===== config.mk =====
export PLATFORM = sky130hd
export DESIGN_NAME = contact_matrix_block_mapper_flat
export DESIGN_NICKNAME = d
export VERILOG_FILES = /design/src/rtl/core/cmbm_pkg.sv /design/src/rtl/core/cmbm_ifs.sv /design/src/rtl/core/contact_matrix_block_mapper.sv /design/src/flat_wrapper.sv
export SDC_FILE = /design/constraint.sdc
export NUM_CORES = 2
export LEC_CHECK = 0
export BUFFER_PORTS_ARGS = -buffer_cell sky130_fd_sc_hd__buf_2
export CORE_ASPECT_RATIO = 0.6
export CORE_MARGIN = 4
export CORE_UTILIZATION = 61
export CTS_CLUSTER_SIZE = 25
export DETAILED_ROUTE_END_ITERATION = 16
export GPL_ROUTABILITY_DRIVEN = 0
export HOLD_SLACK_MARGIN = 0.02
export PLACE_DENSITY_LB_ADDON = 0.15
export SETUP_SLACK_MARGIN = 0.3
export SYNTH_ARGS = -nofsm -noshare
export SYNTH_HDL_FRONTEND = slang
export SYNTH_SLANG_ARGS = --single-unit

===== constraint.sdc =====
create_clock -name clk -period 21.5 [get_ports clk]
set_input_delay 2.15 -clock clk [delete_from_list [all_inputs] [get_ports clk]]
set_output_delay 2.15 -clock clk [all_outputs]
set_load 0.03 [all_outputs]

===== src/rtl/core/cmbm_pkg.sv =====
// ----------------------------------------------------------------------------
// cmbm_pkg
// Shared widths, configuration register codes and sequencer types of the
// contact-matrix block mapper.
// ----------------------------------------------------------------------------
package cmbm_pkg;

  localparam int BLOCK_W    = 32;  // result block index
  localparam int BPB_W      = 32;  // bins per block
  localparam int COLS_W     = 16;  // block columns
  localparam int BASE_W     = 17;  // depth base
  localparam int CFG_IDX_W  = 8;
  localparam int CFG_DATA_W = 32;

  localparam logic [CFG_IDX_W-1:0] CFG_MAPPER_MODE    = 8'd0;
  localparam logic [CFG_IDX_W-1:0] CFG_BINS_PER_BLOCK = 8'd1;
  localparam logic [CFG_IDX_W-1:0] CFG_BLOCK_COLUMNS  = 8'd2;
  localparam logic [CFG_IDX_W-1:0] CFG_DEPTH_BASE     = 8'd3;

  typedef enum logic [2:0] {
    ST_IDLE,
    ST_DIV,
    ST_SQR,
    ST_SQRT,
    ST_POW_MUL,
    ST_POW_CMP,
    ST_MUL,
    ST_ADD
  } state_t;

  // Which quotient the divider is producing.
  typedef enum logic [1:0] {
    PH_FIRST,
    PH_ROW,
    PH_SPAN
  } phase_t;

endpackage


===== src/rtl/core/cmbm_ifs.sv =====
// ----------------------------------------------------------------------------
// cmbm channel interfaces
// Valid/ready channels for pixels, block indices and configuration writes.
// ----------------------------------------------------------------------------
interface cmbm_pix_if #(parameter int BIN_WIDTH = 32);
  logic                 valid;
  logic                 ready;
  logic [BIN_WIDTH-1:0] row_bin;
  logic [BIN_WIDTH-1:0] col_bin;

  modport source (output valid, output row_bin, output col_bin, input ready);
  modport sink   (input valid, input row_bin, input col_bin, output ready);
endinterface

interface cmbm_res_if;
  import cmbm_pkg::*;
  logic               valid;
  logic               ready;
  logic [BLOCK_W-1:0] block_id;

  modport source (output valid, output block_id, input ready);
  modport sink   (input valid, input block_id, output ready);
endinterface

interface cmbm_cfg_if;
  import cmbm_pkg::*;
  logic                  valid;
  logic                  ready;
  logic [CFG_IDX_W-1:0]  reg_index;
  logic [CFG_DATA_W-1:0] wdata;

  modport source (output valid, output reg_index, output wdata, input ready);
  modport sink   (input valid, input reg_index, input wdata, output ready);
endinterface


===== src/rtl/core/contact_matrix_block_mapper.sv =====
// ----------------------------------------------------------------------------
// contact_matrix_block_mapper
// Maps a contact-matrix pixel (two bin indices) to its storage block index.
// ----------------------------------------------------------------------------
// One pixel word is taken at a time; the pixel port is ready only while the
// sequencer is idle, and the finished index waits in an output register so a
// new pixel can start before it is taken. The divisions, the squaring and the
// square root run through one shared add/subtract unit at one bit (or one
// root digit) per cycle; the multiplies use their own multipliers. A
// grid-mode pixel takes two divisions by bins_per_block, a multiply and an
// add; a diagonal-mode pixel takes a half-sum division, squaring of the
// distance, a square root, a division by bins_per_block, then a multiply and
// a compare per depth band k, a multiply and an add.
// Configuration writes are always taken and must only be issued while idle.
module contact_matrix_block_mapper #(
  parameter int BIN_WIDTH = 32
) (
  input  logic      clk,
  input  logic      rst,
  cmbm_cfg_if.sink  cfg,
  cmbm_pix_if.sink  pixel,
  cmbm_res_if.source result
);
  import cmbm_pkg::*;

  localparam int W  = BIN_WIDTH;
  localparam int AW = ((2 * W > 34) ? 2 * W : 34) + 1;
  localparam int CW = $clog2(W + 1);
  localparam int PW = W + 1;
  localparam int KW = $clog2(W + 1);

  // Configuration registers.
  logic                mapper_mode;
  logic [BPB_W-1:0]    bins_per_block;
  logic [COLS_W-1:0]   block_columns;
  logic [BASE_W-1:0]   depth_base;

  // Sequencer and datapath registers.
  state_t              state, state_next;
  phase_t              phase;
  logic [CW-1:0]       cnt;
  logic [AW-1:0]       rem;
  logic [W-1:0]        quo;
  logic [2*W-1:0]      sh;
  logic [W-1:0]        diag_gap;
  logic [W-1:0]        rowb;
  logic [BLOCK_W-1:0]  qsave;
  logic [PW-1:0]       rlim;
  logic [PW-1:0]       pw;
  logic [PW+BASE_W-1:0] pprod;
  logic [KW-1:0]       kdep;
  logic [BLOCK_W-1:0]  mprod;
  logic                ovalid;
  logic [BLOCK_W-1:0]  oreg;

  // Shared unit signals.
  logic [AW-1:0]       ux, uy;
  logic                usub;
  logic [AW:0]         usum;
  logic                carry;

  logic [BPB_W-1:0]    bpb_eff;
  logic [BASE_W-1:0]   base_eff;
  logic [W-1:0]        half_sum;
  logic [W-1:0]        abs_diff;
  logic [W-1:0]        quo_next;
  logic [63:0]         quo_next_wide;
  logic [63:0]         quo_wide;
  logic [BLOCK_W-1:0]  mul_a;
  logic [BLOCK_W+COLS_W-1:0] mfull;
  logic [BLOCK_W-1:0]  addend;
  logic                pow_fits;
  logic                out_free;
  logic                pix_take;

  assign bpb_eff  = (bins_per_block == '0) ? BPB_W'(1) : bins_per_block;
  assign base_eff = (depth_base < BASE_W'(2)) ? BASE_W'(2) : depth_base;

  // Floor of the mean without a carry bit beyond W.
  assign half_sum = (pixel.row_bin >> 1) + (pixel.col_bin >> 1)
                  + W'(pixel.row_bin[0] & pixel.col_bin[0]);
  assign abs_diff = (pixel.row_bin > pixel.col_bin) ? pixel.row_bin - pixel.col_bin
                                                    : pixel.col_bin - pixel.row_bin;

  assign usum  = {1'b0, ux} + {1'b0, (usub ? ~uy : uy)} + (AW+1)'(usub);
  assign carry = usum[AW];

  assign quo_next      = {quo[W-2:0], carry};
  assign quo_next_wide = 64'(quo_next);
  assign quo_wide      = 64'(quo);

  assign mul_a  = mapper_mode ? BLOCK_W'(kdep) : qsave;
  assign mfull  = (BLOCK_W+COLS_W)'(mul_a) * (BLOCK_W+COLS_W)'(block_columns);
  assign addend = mapper_mode ? qsave : quo_wide[BLOCK_W-1:0];

  assign pow_fits = (pprod <= (PW+BASE_W)'(rlim));
  assign out_free = !ovalid || result.ready;
  assign pix_take = pixel.valid && (state == ST_IDLE);

  assign pixel.ready     = (state == ST_IDLE);
  assign cfg.ready       = 1'b1;
  assign result.valid    = ovalid;
  assign result.block_id = oreg;

  // Operand selection for the shared add/subtract unit.
  always_comb begin
    ux   = '0;
    uy   = '0;
    usub = 1'b0;
    case (state)
      ST_DIV: begin
        // Restoring division: shift in one dividend bit, try the divisor.
        ux   = {rem[AW-2:0], sh[2*W-1]};
        uy   = AW'(bpb_eff);
        usub = 1'b1;
      end
      ST_SQR: begin
        // Square the distance, multiplier bits taken MSB first.
        ux   = {rem[AW-2:0], 1'b0};
        uy   = sh[2*W-1] ? AW'(diag_gap) : '0;
        usub = 1'b0;
      end
      ST_SQRT: begin
        // Restoring square root: two radicand bits per root bit.
        ux   = {rem[AW-3:0], sh[2*W-1:2*W-2]};
        uy   = AW'({quo, 2'b01});
        usub = 1'b1;
      end
      default: begin
        ux   = '0;
        uy   = '0;
        usub = 1'b0;
      end
    endcase
  end

  // Next state.
  always_comb begin
    state_next = state;
    case (state)
      ST_IDLE: begin
        if (pixel.valid) begin
          state_next = ST_DIV;
        end
      end
      ST_DIV: begin
        if (cnt == '0) begin
          case (phase)
            PH_FIRST: state_next = mapper_mode ? ST_SQR : ST_DIV;
            PH_ROW:   state_next = ST_MUL;
            PH_SPAN:  state_next = ST_POW_MUL;
            default:  state_next = ST_IDLE;
          endcase
        end
      end
      ST_SQR: begin
        if (cnt == '0) begin
          state_next = ST_SQRT;
        end
      end
      ST_SQRT: begin
        if (cnt == '0) begin
          state_next = ST_DIV;
        end
      end
      ST_POW_MUL: state_next = ST_POW_CMP;
      ST_POW_CMP: state_next = pow_fits ? ST_POW_MUL : ST_MUL;
      ST_MUL:     state_next = ST_ADD;
      ST_ADD: begin
        if (out_free) begin
          state_next = ST_IDLE;
        end
      end
      default: state_next = ST_IDLE;
    endcase
  end

  always_ff @(posedge clk) begin
    if (rst) begin
      state <= ST_IDLE;
    end else begin
      state <= state_next;
    end
  end

  // Configuration registers.
  always_ff @(posedge clk) begin
    if (rst) begin
      mapper_mode    <= 1'b1;
      bins_per_block <= BPB_W'(1);
      block_columns  <= COLS_W'(1);
      depth_base     <= BASE_W'(2);
    end else if (cfg.valid) begin
      case (cfg.reg_index)
        CFG_MAPPER_MODE:    mapper_mode    <= cfg.wdata[0];
        CFG_BINS_PER_BLOCK: bins_per_block <= cfg.wdata[BPB_W-1:0];
        CFG_BLOCK_COLUMNS:  block_columns  <= cfg.wdata[COLS_W-1:0];
        CFG_DEPTH_BASE:     depth_base     <= cfg.wdata[BASE_W-1:0];
        default: ;
      endcase
    end
  end

  // Output word register.
  always_ff @(posedge clk) begin
    if (rst) begin
      ovalid <= 1'b0;
    end else if (state == ST_ADD && out_free) begin
      ovalid <= 1'b1;
    end else if (result.ready) begin
      ovalid <= 1'b0;
    end
  end

  always_ff @(posedge clk) begin
    if (state == ST_ADD && out_free) begin
      oreg <= mprod + addend;
    end
  end

  // Datapath.
  always_ff @(posedge clk) begin
    case (state)
      ST_IDLE: begin
        if (pix_take) begin
          rowb     <= pixel.row_bin;
          diag_gap <= abs_diff;
          rem      <= '0;
          cnt      <= CW'(W - 1);
          phase    <= PH_FIRST;
          sh       <= mapper_mode ? {half_sum, {W{1'b0}}} : {pixel.col_bin, {W{1'b0}}};
        end
      end
      ST_DIV: begin
        rem <= carry ? usum[AW-1:0] : ux;
        quo <= quo_next;
        sh  <= {sh[2*W-2:0], 1'b0};
        cnt <= cnt - CW'(1);
        if (cnt == '0) begin
          case (phase)
            PH_FIRST: begin
              qsave <= quo_next_wide[BLOCK_W-1:0];
              rem   <= '0;
              cnt   <= CW'(W - 1);
              if (mapper_mode) begin
                sh <= {diag_gap, {W{1'b0}}};
              end else begin
                sh    <= {rowb, {W{1'b0}}};
                phase <= PH_ROW;
              end
            end
            PH_SPAN: begin
              // Band limit: B^k must not exceed floor(s / bpb) + 1.
              rlim <= {1'b0, quo_next} + PW'(1);
              pw   <= PW'(1);
              kdep <= '0;
            end
            default: ;
          endcase
        end
      end
      ST_SQR: begin
        rem <= usum[AW-1:0];
        sh  <= {sh[2*W-2:0], 1'b0};
        cnt <= cnt - CW'(1);
        if (cnt == '0) begin
          // Radicand is half the squared distance.
          sh  <= usum[2*W:1];
          rem <= '0;
          quo <= '0;
          cnt <= CW'(W - 1);
        end
      end
      ST_SQRT: begin
        rem <= carry ? usum[AW-1:0] : ux;
        quo <= quo_next;
        sh  <= {sh[2*W-3:0], 2'b00};
        cnt <= cnt - CW'(1);
        if (cnt == '0) begin
          sh    <= {quo_next, {W{1'b0}}};
          rem   <= '0;
          cnt   <= CW'(W - 1);
          phase <= PH_SPAN;
        end
      end
      ST_POW_MUL: begin
        pprod <= (PW+BASE_W)'(pw) * (PW+BASE_W)'(base_eff);
      end
      ST_POW_CMP: begin
        if (pow_fits) begin
          pw   <= pprod[PW-1:0];
          kdep <= kdep + KW'(1);
        end
      end
      ST_MUL: begin
        mprod <= mfull[BLOCK_W-1:0];
      end
      default: ;
    endcase
  end

endmodule

===== src/flat_wrapper.sv =====
// flat-port wrapper written by rule: the top's interface ports become plain ports
module contact_matrix_block_mapper_flat import cmbm_pkg::*;
#(
  parameter int BIN_WIDTH = 32
)
  (clk, rst, cfg_valid, cfg_reg_index, cfg_wdata, cfg_ready, pixel_valid, pixel_row_bin, pixel_col_bin, pixel_ready, result_valid, result_block_id, result_ready);
  cmbm_cfg_if cfg_i ();
  cmbm_pix_if #(.BIN_WIDTH(BIN_WIDTH)) pixel_i ();
  cmbm_res_if result_i ();
  input  logic clk;
  input  logic rst;
  input wire logic [$bits(cfg_i.valid)-1:0] cfg_valid;
  input wire logic [$bits(cfg_i.reg_index)-1:0] cfg_reg_index;
  input wire logic [$bits(cfg_i.wdata)-1:0] cfg_wdata;
  output wire logic [$bits(cfg_i.ready)-1:0] cfg_ready;
  input wire logic [$bits(pixel_i.valid)-1:0] pixel_valid;
  input wire logic [$bits(pixel_i.row_bin)-1:0] pixel_row_bin;
  input wire logic [$bits(pixel_i.col_bin)-1:0] pixel_col_bin;
  output wire logic [$bits(pixel_i.ready)-1:0] pixel_ready;
  output wire logic [$bits(result_i.valid)-1:0] result_valid;
  output wire logic [$bits(result_i.block_id)-1:0] result_block_id;
  input wire logic [$bits(result_i.ready)-1:0] result_ready;
  assign cfg_i.valid = cfg_valid;
  assign cfg_i.reg_index = cfg_reg_index;
  assign cfg_i.wdata = cfg_wdata;
  assign cfg_ready = cfg_i.ready;
  assign pixel_i.valid = pixel_valid;
  assign pixel_i.row_bin = pixel_row_bin;
  assign pixel_i.col_bin = pixel_col_bin;
  assign pixel_ready = pixel_i.ready;
  assign result_valid = result_i.valid;
  assign result_block_id = result_i.block_id;
  assign result_i.ready = result_ready;
  contact_matrix_block_mapper #(.BIN_WIDTH(BIN_WIDTH)) u_core (.clk(clk), .rst(rst), .cfg(cfg_i), .pixel(pixel_i), .result(result_i));
endmodule

==> flow_metrics.py <==
metrics = {
    "global_routing": {
        "use_met2_pct": 48.45,
        "grt_usage_pct": 36.02,
        "use_met3_pct": 13.00,
        "grt_antenna_before_repair": 4,
        "gr-usage-met1_pct": 53.79,
        "grt_pass1_vias": 50674,
        "grt_busiest_layer": "met1",
        "gr-total-overflow": 0,
        "grt_pass1_wl_um": 303700,
        "grt_max_degree": 79,
    },
    "detailed_routing": {
        "via_per_inst": 6.312,
        "first_pass_iters": 6,
        "wire_per_inst_um": 24.04,
        "finalWirelength_um": 195700,
        "drc_errors": 0,
        "vias": 51363,
        "dr.first_iter.drc_count": 6558,
        "ant_nets": 0,
    },
    "setup_path": {
        "critical_path.cell_chain": "buf_4, mux2_2, nand2_1, fa_1, fa_1, inv_1, fa_1, inv_1, fa_1, fa_1, inv_1, fa_1, ha_1, a21oi_1, o221ai_1, a211oi_1, o21bai_1, and3_1, a41oi_1, a31o_2, a21oi_1, or3_1, a21oi_1, xnor2_1",
        "cpPeakStageDelay_ns": 0.79,
        "criticalPathCategory": "reg2reg",
        "worst_setup_path_end_kind": "register",
        "reg2regPathDepth": 24,
        "arrival_ns": 8.62,
        "cp.required_ns": 21.89,
        "cpMaxStageDelayCell": "buf_4",
        "rrSetupSlack_ns": 13.27,
        "worst_setup_path_start_kind": "register",
        "regToRegEndpoint": "u_core.mprod[31]",
        "cp_max_fo": 64,
        "reg2reg_from": "u_core.mapper_mode",
        "crit_top_cell": "fa_1",
    },
    "place": {
        "portBuffers": 142,
        "dpl.hpwl_um": 150300,
    },
    "power_and_ir_drop": {
        "sw_frac_of_total_pct": 30.11,
        "p_comb_share_pct": 18.9,
        "cellPowerDensity_mw_per_mm2": 41.96,
        "power_frac_clock_pct": 37.8,
        "p_seq_share_pct": 43.3,
        "power.internal_mw": 1.952,
        "irDropWorstVdd_uv": 64.34,
        "p_leak_nw": 29.09,
        "power_switching_mw": 0.8413,
    },
    "yosys": {
        "avgSynthCellArea_um2": 9.202,
        "ys_seq_area_share_pct": 23.74,
        "yosys-top-cells-count": "inv_1, nand2_1, fa_1",
        "synth_ff_type": "edfxtp_1",
        "synth_top_area_share_pct": 24.67,
        "ys_seq_elements": 520,
        "synth.most_common_cell": "inv_1",
        "synth_edf_count": 450,
        "yosysUniqueCellTypes": 96,
        "synthCells": 6826,
        "syn_nets": 8125,
        "syn_area_mm2": 0.06281,
        "synthArstFlopShare_pct": 0,
        "yosys-top-cells-area": "fa_1, edfxtp_1, ha_1",
        "yosys_warnings": 0,
        "yosysTopAreaCell": "fa_1",
    },
    "floorplanning": {
        "io_pins": 144,
        "rows": 90,
        "placeableCoreArea_mm2": 0.1013,
        "die-area_mm2": 0.1083,
        "initial_core_util_pct": 61.98,
        "die_w_um": 422.3,
        "die_h_um": 256.6,
    },
    "run": {
        "cap_viol_max_count": 0,
    },
    "sta": {
        "hold_slack_ns": 0.4823,
        "slew-limit-headroom_pct": 5.820,
        "finalCritPeriodShare_pct": 38.28,
        "rsz0062_at_grt": "false",
        "skew_ns": 0.04607,
        "hold_viol_final": 0,
        "setup_viol": 0,
        "timing.fmax_mhz": 121.5,
        "tightest_slew_ns": 1.410,
        "drv_slew": 0,
        "min_period_ns": 8.230,
        "tns_ns": 0,
    },
    "cells_and_area": {
        "area_growth_pct": 5.994,
        "fillers": 8345,
        "multiInputGateArea_mm2": 0.04282,
        "final_nets": 8057,
        "drive_gt1_share_pct": 6.850,
        "regArea_mm2": 0.01493,
    },
    "clocking": {
        "cts_setup_buffers": 0,
        "ctsResizeCount": 0,
        "cts.clk_slew.worst_paths_ns": 0.07,
        "clkLatencyLatePin_ns": 0.66,
        "cts_hold_buf": 0,
        "numCtsBuffers": 54,
        "cts_buffer_depth": 3,
        "htree_levels": 2,
        "clock_sinks": 520,
        "root_buffer": "clkbuf_16",
        "cts_tree": "yes",
    },
    "worst_hold_path": {
        "hold_path_end": "u_core.bins_per_block[9]",
        "hold_depth": 2,
        "worstHoldStart": "u_core.bins_per_block[9]",
        "min_path_type": "reg2reg",
    },
    "status": {
        "outcome": "completed",
    },
}
cells by family (layout without fill, tap and decap cells):
logic type               count (synthesis)  count (layout)  share of synthesized area [%]
XOR/XNOR                               276             276                          3.848
adder cells (fa/ha/maj)               1190            1190                          32.95
AO/OA/AOI/OAI                         1279            1279                          12.93
other                                    1               2                       0.005970
buffers and inverters                 1358            1335                          8.187
AND/OR/NAND/NOR                       2029            2029                          15.46
multiplexers                           173             173                          2.870
flip-flops                             520             520                          23.74
power groups by stage:
stage / Combinational [mW] / Sequential (mW) / Clock (mW)
after floorplan: 0.347 / 1.21 / 0
after global placement: 0.500 / 1.23 / 0
after detailed placement: 0.505 / 1.23 / 0
after CTS: 0.509 / 1.21 / 1.06
after global routing: 0.563 / 1.21 / 1.10
final: 0.528 / 1.21 / 1.06
how the worst max path moves through the flow:
stage | from | endpoint | slack, ns | depth (start not counted)
2_1_floorplan | pixel_valid | u_core.rem[0] | 12.47 | 2
3_3_place_gp | u_core.mapper_mode | u_core.mprod[31] | 13.47 | 23
4_1_cts | u_core.mapper_mode | u_core.mprod[31] | 13.39 | 23
6_report | u_core.mapper_mode | u_core.mprod[31] | 13.27 | 24
3_5_place_dp | u_core.mapper_mode | u_core.mprod[31] | 13.45 | 23
5_1_grt | u_core.mapper_mode | u_core.mprod[31] | 12.94 | 24
layer usage:
layer | share of wire [%] | up-vias
met4 | 3.8 | 4
met1 | 43 | 25279
met5 | 0.038 | -
met3 | 14 | 408
li1 | - | 22413
met2 | 39 | 3259
metrics by stage:
stage | worst slack (ns) | utilization [%] | instances | cell area, um^2 | power, mW
global route | 12.94 | 65.69 | 8137 | 66580 | 2.879
detailed placement | 13.45 | 63.78 | 8036 | 64640 | 1.732
finish | 13.27 | 65.69 | 8138 | 66580 | 2.794
CTS | 13.39 | 65.69 | 8137 | 66570 | 2.776
floorplan | 12.47 | - | 6826 | 62810 | 1.558
global placement | 13.47 | 63.78 | 8036 | 64640 | 1.726
layout by cell type, fill, tap and decap left out, types with 66 or more instances in the layout:
| master | n |
|---|---|
| o21bai_1 | 67 |
| edfxtp_1 | 450 |
| ha_1 | 416 |
| inv_1 | 974 |
| o21ai_0 | 232 |
| nand2_1 | 910 |
| and2_1 | 349 |
| fa_1 | 774 |
| mux2i_1 | 116 |
| and3_1 | 66 |
| nor2_1 | 270 |
| o22ai_1 | 67 |
| xnor2_1 | 208 |
| a21oi_1 | 446 |
| buf_2 | 142 |
| buf_4 | 111 |
| nand3_1 | 90 |
| a21o_1 | 114 |
| xor2_1 | 68 |
critical path: cells and delay by family (launching register included):
kind	cells	cell delay (ns)
AOI/OAI and AO/OA	8	1.54
xor gates and xnor gates	1	0.08
adders and majority gates	7	3.29
buffers and inverters	4	0.94
DFF	1	0.75
muxes	1	0.62
and+or+nand+nor	3	0.69
sequential cells by signal, summed over array words and instances, names as in the netlist, 17 cells and up:
signal                  flops
u_core.rem                 64
u_core.sh                  64
u_core.pprod               50
u_core.pw                  33
u_core.rlim                33
u_core.bins_per_block      32
u_core.diag_gap            32
u_core.mprod               32
u_core.qsave               32
u_core.quo                 32
u_core.result.block_id     32
u_core.rowb                32
u_core.depth_base          17
cell type report:
class	instances	share of cell area, %
repair buffers	253	2.319
diodes	1	0.003759
clock buffers	61	2.099
inverters	981	5.535
clock inverters	40	0.8025
flip-flops and latches	520	22.42
well taps	1334	2.507
multi-input cells	4948	64.31
(Power assumes the default switching activity.)
